$ cat config.mk
export PLATFORM = sky130hd
export DESIGN_NAME = ptc_stage_ctrl
export DESIGN_NICKNAME = d
export VERILOG_FILES = /design/src/hw/rtl/ptc_pkg.sv /design/src/hw/rtl/ptc_stage_ctrl.sv
export SDC_FILE = /design/constraint.sdc
export NUM_CORES = 1
export LEC_CHECK = 0
export BUFFER_PORTS_ARGS = -buffer_cell sky130_fd_sc_hd__clkbuf_2
export CAP_MARGIN = 0
export CORE_AREA = 2 2 39 41
export CTS_CLUSTER_SIZE = 8
export DETAILED_ROUTE_END_ITERATION = 8
export DIE_AREA = 0 0 41 43
export GPL_ROUTABILITY_DRIVEN = 1
export PLACE_DENSITY = 0.57
export SETUP_SLACK_MARGIN = 0.1
export SYNTH_ARGS = -nofsm -noshare
export SYNTH_HDL_FRONTEND = slang
export SYNTH_SLANG_ARGS = --single-unit
$ cat constraint.sdc
create_clock -name aclk -period 1 [get_ports aclk]
set_input_delay 0.15 -clock aclk [delete_from_list [all_inputs] [get_ports aclk]]
set_output_delay 0.15 -clock aclk [all_outputs]
set_load 0.02 [all_outputs]
$ cat src/hw/rtl/ptc_pkg.sv
// Shared types and constants for the pressure/temperature compensation unit.
// No dependencies.
package ptc_pkg;

    localparam int unsigned NUM_STAGES = 8;
    localparam int unsigned CFG_DATA_W = 16;
    localparam int unsigned CFG_INDEX_W = 3;

    localparam int unsigned RAW_W = 24;
    localparam int unsigned TEMP_OUT_W = 20;
    localparam int unsigned PRESS_OUT_W = 40;

    localparam logic signed [TEMP_OUT_W-1:0] TEMP_BIAS = 20'sd2000;

    typedef enum logic [CFG_INDEX_W-1:0] {
        REG_SENS_BASE         = 3'd0,
        REG_OFFSET_BASE       = 3'd1,
        REG_SENS_TEMP_COEFF   = 3'd2,
        REG_OFFSET_TEMP_COEFF = 3'd3,
        REG_REFERENCE_TEMP    = 3'd4,
        REG_TEMP_SENSITIVITY  = 3'd5
    } cfg_reg_t;

    typedef struct packed {
        logic [NUM_STAGES-1:0] load;
        logic [NUM_STAGES-1:0] valid;
    } ptc_pipe_t;

endpackage

$ cat src/hw/rtl/ptc_stage_ctrl.sv
// Valid bits and per-stage load enables of the compensation pipeline.
// Depends on ptc_pkg.
module ptc_stage_ctrl
    import ptc_pkg::*;
(
    input  logic      aclk,
    input  logic      aresetn,
    input  logic      s_valid,
    input  logic      m_ready,
    output ptc_pipe_t pipe
);

    logic [NUM_STAGES-1:0] valid_reg;
    logic [NUM_STAGES-1:0] valid_next;
    logic [NUM_STAGES-1:0] load;

    always_comb begin
        load[NUM_STAGES-1] = !valid_reg[NUM_STAGES-1] || m_ready;
        for (int k = NUM_STAGES - 2; k >= 0; k--) begin
            load[k] = !valid_reg[k] || load[k+1];
        end
    end

    always_comb begin
        valid_next[0] = load[0] ? s_valid : valid_reg[0];
        for (int k = 1; k < NUM_STAGES; k++) begin
            valid_next[k] = load[k] ? valid_reg[k-1] : valid_reg[k];
        end
    end

    always_ff @(posedge aclk) begin
        if (!aresetn) begin
            valid_reg <= '0;
        end else begin
            valid_reg <= valid_next;
        end
    end

    assign pipe.load  = load;
    assign pipe.valid = valid_reg;

endmodule

Yosys cells after proc, flatten, opt, wreduce, memory -nomap -nowiden
Index checks and enable logic that the tools add are counted.
{"block": "word_totals", "regBits": 8, "latch_bits": 0, "ram_bits": 0, "rom_bits": 0, "inputBits": 4, "output_inout_bits": 16, "word_cells": 24, "n_memories": 0}
{"block": "op_classes", "add_sub_neg": 0, "n_mul": 0, "div_mod_pow": 0, "order_cmp": 0, "n_eq_ne": 0, "n_shift": 0, "mux": 0, "bitwise_logic": 0, "reduce_logical": 16}
{"cell": "$logic_not A1 Y1", "n": 8}
{"cell": "$logic_or A1 B1 Y1", "n": 8}

Longest topological paths before layout
Gate-level depths: netlist of run 1.
{"block": "depth", "depth_word": 9, "mapped_depth": 4, "mapped_depth_nobuf": 4}

Worst setup path after synthesis of run 1
Ideal clock, no wire load.
{"block": "synth_timing", "kind": "register to output", "startpoint": "reg valid_reg[6]", "endpoint": "out pipe[8] (netlist bit)", "t_arrival_ps": 1194, "required_ps": 850, "setup_slack_ps": -344, "stages_incl_launch_ff": 5, "path_cell_list": "dfxtp_1 -> and4b_4 -> inv_2 -> nor2_2 -> nand3_1"}
{"element": "start, declared", "line_no": "ptc_stage_ctrl.sv:13", "rtl": "logic [NUM_STAGES-1:0] valid_reg;"}
{"element": "start signal, assigned", "line_no": "ptc_stage_ctrl.sv:35", "rtl": "valid_reg <= valid_next;"}
{"element": "end, declared", "line_no": "ptc_stage_ctrl.sv:10", "rtl": "output ptc_pipe_t pipe"}

==> results of run 1 <==
==> layout by cell type (no fill, tap or decap) <==
master / synthesis / final
clkbuf_2: 0 / 3
nand2_4: 0 / 1
dfxtp_4: 0 / 5
nand3_2: 0 / 2
inv_1: 4 / 1
clkbuf_4: 0 / 4
and2b_2: 0 / 1
and4b_4: 1 / 1
clkbuf_1: 1 / 1
o21a_1: 5 / 5
a22o_1: 1 / 1
buf_6: 0 / 13
nor2_4: 0 / 1
inv_2: 2 / 3
o21ai_2: 1 / 1
a21oi_2: 0 / 1
dfxtp_2: 0 / 3
inv_4: 0 / 2
buf_4: 0 / 6
buf_8: 0 / 12
nor2b_1: 1 / 1
nor3_4: 0 / 1
and2_4: 0 / 1
nand2_2: 0 / 1
nand2_1: 4 / 2
and3_1: 1 / 1
==> kinds of logic (layout without fill, tap and decap cells) <==
group	after synthesis	count (layout)	synth area share, %
compound gates	8	8	18.3
buf+inv	7	45	7.98
simple gates	13	13	25.1
flops	8	8	48.7
==> critical path: stages, from the launching register on <==
cell     delay [ns]
dfxtp_4        0.34
and4b_4        0.27
inv_4          0.06
nor2_4         0.13
nand3_2        0.08
buf_6          0.14
==> area by class of cell <==
class	instances	area, sq um
fill	125	553
timing repair buffer	35	394
sequential	8	183
multi-input combinational	21	180
inverter	6	27.5
clock buffer	4	26.3
tap	16	20.0
==> repair_timing <==
item	in CTS	in global routing
hold buffers	0	0
pin swaps	6	4
hold endpoints to repair	0	0
setup buffers	3	7
resized for setup	36	30
endpoints found under the setup margin	23	23
==> through the flow <==
stage	std cells	hold WS, ns	setup TNS [ns]	cell area (sq um)	setup slack [ns]
after floorplan	36	0.283	-0.621	373	-0.126
after CTS	86	0.0980	-3.18	747	-0.433
after global placement	79	0.369	-0.836	552	-0.160
after detailed placement	79	0.376	-0.889	552	-0.173
final	90	0.107	-3.96	831	-0.434
after global routing	90	0.120	-4.67	831	-0.488
==> layer usage <==
layer,GRT usage [%],share of wire [%],vias up
li1,-,-,196
met1,12.9,36,178
met2,22.8,59,12
met3,6.28,4.5,2
met4,4.00,0.76,0
met5,0,0,-
==> power groups by stage <==
| stage | clock network (uW) | logic [uW] | registers [uW] |
|---|---|---|---|
| floorplan | 0 | 14.3 | 339 |
| global placement | 0 | 47.5 | 330 |
| detailed placement | 0 | 47.3 | 330 |
| CTS | 288 | 63.2 | 324 |
| global route | 305 | 74.3 | 321 |
| finish | 274 | 69.3 | 321 |
==> path summary, 6_finish.rpt <==
path | from | slack, ns | end | depth (start not counted)
min reg2reg | valid_reg[4]$_SDFFE_PN0P_ | 0.51 | valid_reg[5]$_SDFFE_PN0P_ | 1
max | valid_reg[7]$_SDFFE_PN0P_ | -0.43 | pipe[8] | 5
min | s_valid | 0.11 | valid_reg[0]$_SDFFE_PN0P_ | 2
max reg2reg | valid_reg[7]$_SDFFE_PN0P_ | -0.21 | valid_reg[0]$_SDFFE_PN0P_ | 6
==> results.ini, run 1 <==
[status]
status=finished, violations left
violations=negative setup slack

[pwr]
combPwrFrac_pct=10.4
switchingPower_uw=156
pwr-share-seq_pct=48.3
switching_share_pct=23.5
ir_drop_mv=0.606
p_leak_uw=0.000382
p_int_uw=509
p_per_area_nw_per_um2=800
finalPower_uw=665
clockPowerShare_pct=41.2

[floorplanning]
die_w_microns=41
dieArea_sq_um=1760
start_util_pct=23.8
die_h_microns=43
core_area_sq_um=1380
io_pins=20
core.rowCount=14

[logic_synthesis]
synth_edf_count=0
synth.ff_latch_count=8
ys_warn_count=0
synth_top_cell_by_area=dfxtp_1
synth_cell_types=17
synthTopCellsByArea=dfxtp_1 49%, o21a_1 11%, inv_1 4.6%
yosysSeqAreaShare_pct=48.7
synth.most_common_cell=dfxtp_1
avgSynthCellArea_sq_um=9.14
synth_flop_cell=dfxtp_1
synth_common_cells=8 x dfxtp_1, 5 x o21a_1, 4 x inv_1, 4 x nand2_1
synth_area_sq_um=329
yosysTopAreaCellShare_pct=48.7
synth_fp_nets=40
synthCells=36
synthArstFlopShare_pct=0

[final_layout]
area_delta_synth_final_pct=152
drive_above_1_share_pct=83.8
num-nets-final=79
largest_register_ffs=8
antenna_cells=0
final_util_pct=60.0

[setup_path]
cp.required_ns=0.85
worstSetupPathType=flip-flop to output pin
crit_fanout=3
worstPathArrival_ns=1.28
start_kind=flip-flop
crit_path_end_kind=output pin

[clocking]
cts_buffers=3
cts_tree=yes
path_clk_slew_ns=0.06
cts_max_path_buffers=2
clock_latency_ns=0.26
root_buffer=clkbuf_4
clock_sinks=8
htreeDepth=1

[grt]
grt.overflow.total=0
grt_usage_pct=13.2
grt_max_degree=7
grt_pass1_wl_mm=1.54
grt_pass1_vias=375
antenna_found_initial=0

[sta]
timing.slew.headroom_pct=89.8
slew_viol_final=0
fmax_mhz=697
hold_viol_final=0
setup_violations=16
rsz0062_at_grt=true
period_needed_ns=1.43
post-route-period-util_pct=143
worst_pin_slew_ns=0.152
skew_ns=0.0108
worst_slack_ns=-0.434

[detailed_routing]
wl_mm=1.05
drtAntennaViolNets=0
dr_total_vias=388
drtPass1Iterations=2
vias_per_cell=4.31
remaining_drc_errors=0
drt_iter0_markers=2
routedWlPerCell_microns=11.7

[worst_hold_path]
hp-class=input pin to flip-flop

[job]
max_cap_violations=0

[placed_design]
gp_congestion=0.671
hpwl_microns=618
portBuffers=19

Power figures use the tool's default switching activity.
==> run 2, diff against run 1 <==
Settings changed: BUFFER_PORTS_ARGS -buffer_cell sky130_fd_sc_hd__clkbuf_2 to unset, DONT_BUFFER_PORTS set to 1, PLACE_DENSITY 0.57 to 0.43.
==> run 2 against run 1 <==
  * The flow still finishes with violations (negative setup slack)
  * Total power shrank 6.7%
  * Critical path depth shrank 1
  * Clock power shrank 6%
  * Combinational power shrank 44%
  * Wire length shrank 19%
  * First-iteration DRC count shrank 50%
  * Sequential power grew 1%
  * Largest power group unchanged
==> results.ini, run 2 (same netlist as run 1, synthesis figures left out) <==
[clocking]
cts_max_path_buffers=2
clock_sinks=8
htreeDepth=1
cts_tree=yes
cts_buffers=3
path_clk_slew_ns=0.06
root_buffer=clkbuf_4
clock_latency_ns=0.25

[sta]
worst_slack_ns=-0.314
whs_ns=0.0161
fmax_mhz=761
slew_viol_final=0
setup_violations=15
timing.slew.headroom_pct=87.5
worst_pin_slew_ns=0.187
setup_tns_ns=-2.95
rsz0062_at_grt=true
hold_viol_final=0
period_needed_ns=1.31
skew_ns=0.00631
post-route-period-util_pct=131

[setup_path]
reg2reg_depth=6
endpoint=pipe[9]
r2r-end=valid_reg[0]$_SDFFE_PN0P_
cp.required_ns=0.85
worstPathArrival_ns=1.16
crit_start=valid_reg[6]$_SDFFE_PN0P_
crit_fanout=3
worst_r2r_startpoint=valid_reg[6]$_SDFFE_PN0P_
worstSetupPathType=flip-flop to output pin
crit_path_end_kind=output pin
ff2ff_setup_slack_ns=-0.19
start_kind=flip-flop

[detailed_routing]
vias_per_cell=4.39
drtAntennaViolNets=0
drtPass1Iterations=2
dr_total_vias=307
remaining_drc_errors=0
wl_microns=852
routedWlPerCell_microns=12.2
drt_iter0_markers=1

[job]
max_cap_violations=0

[floorplanning]
dieArea_sq_um=1760
die_h_microns=43
core_area_sq_um=1380
core.rowCount=14
start_util_pct=23.8
io_pins=20
die_w_microns=41

[worst_hold_path]
hp-class=input pin to flip-flop

[final_layout]
final_cell_mix=9 x buf_6, 5 x o21a_1, 5 x buf_4
fill_cells=151
drive_above_1_share_pct=75.9
area_delta_synth_final_pct=81.4
antenna_cells=0
largest_register_ffs=8
num-nets-final=59
mostFrequentLayoutCell=buf_6

[placed_design]
portBuffers=0
hpwl_microns=617
gp_congestion=0.651

[grt]
grt.overflow.total=0
antenna_found_initial=0
grt_pass1_vias=325
grt_pass1_wl_mm=1.38
grt_max_degree=11
grt_usage_pct=12.1

[status]
status=finished, violations left
violations=negative setup slack

[pwr]
finalPower_uw=620
p_leak_uw=0.000267
ir_drop_mv=0.553
p_per_area_nw_per_um2=1040

run 2: what timing repair did:
item	4_1_cts	5_1_grt
resized for setup	19	3
pin swaps	6	1
hold endpoints to repair	0	1
hold buffers	0	1
setup endpoints to repair	21	22
setup buffers	4	1
run 2: report_power, final:
part	internal (uW)	switching, uW
registers	317	7.46
clock network	152	105
logic	21.2	17.3
run 2: cell type report:
type | instances | area, sq um | area share (%)
multi-input combinational | 21 | 191 | 32.1
sequential | 8 | 180 | 30.2
clock buffer | 4 | 26.3 | 4.40
tap | 16 | 20.0 | 3.35
timing repair buffer | 15 | 149 | 24.9
inverter | 6 | 30.0 | 5.03
run 2: worst min path at each step:
stage	cells after the start	endpoint	slack, ns	start
final	1	valid_reg[1]$_SDFFE_PN0P_	0.02	aresetn
after global routing	1	valid_reg[5]$_SDFFE_PN0P_	0.002	aresetn
after detailed placement	1	valid_reg[7]$_SDFFE_PN0P_	0.27	aresetn
after CTS	1	valid_reg[7]$_SDFFE_PN0P_	0.002	aresetn
after floorplan	1	valid_reg[0]$_SDFFE_PN0P_	0.28	s_valid
after global placement	1	valid_reg[1]$_SDFFE_PN0P_	0.27	aresetn
run 2: stage by stage:
stage                     std cells  cell area [sq um]  setup WS [ns]  util, %
after floorplan                  36                373         -0.126        -
after global placement           60                457        -0.0753     33.0
after detailed placement         60                457         -0.110     33.0
after CTS                        68                571         -0.344     41.2
after global routing             70                597         -0.365     43.1
final                            70                597         -0.314     43.1
run 2: worst max-delay path: stages, from the launching register on:
cell	delay, ns
dfxtp_4	0.34
and4b_4	0.26
inv_4	0.05
nor3_4	0.16
inv_2	0.10
run 2: routing by layer:
layer  global-route usage, %  share of wire [%]
met1                    13.9                 40
met2                    17.8                 51
met3                    4.19                9.4
met4                    8.00                  0
met5                       0                  0
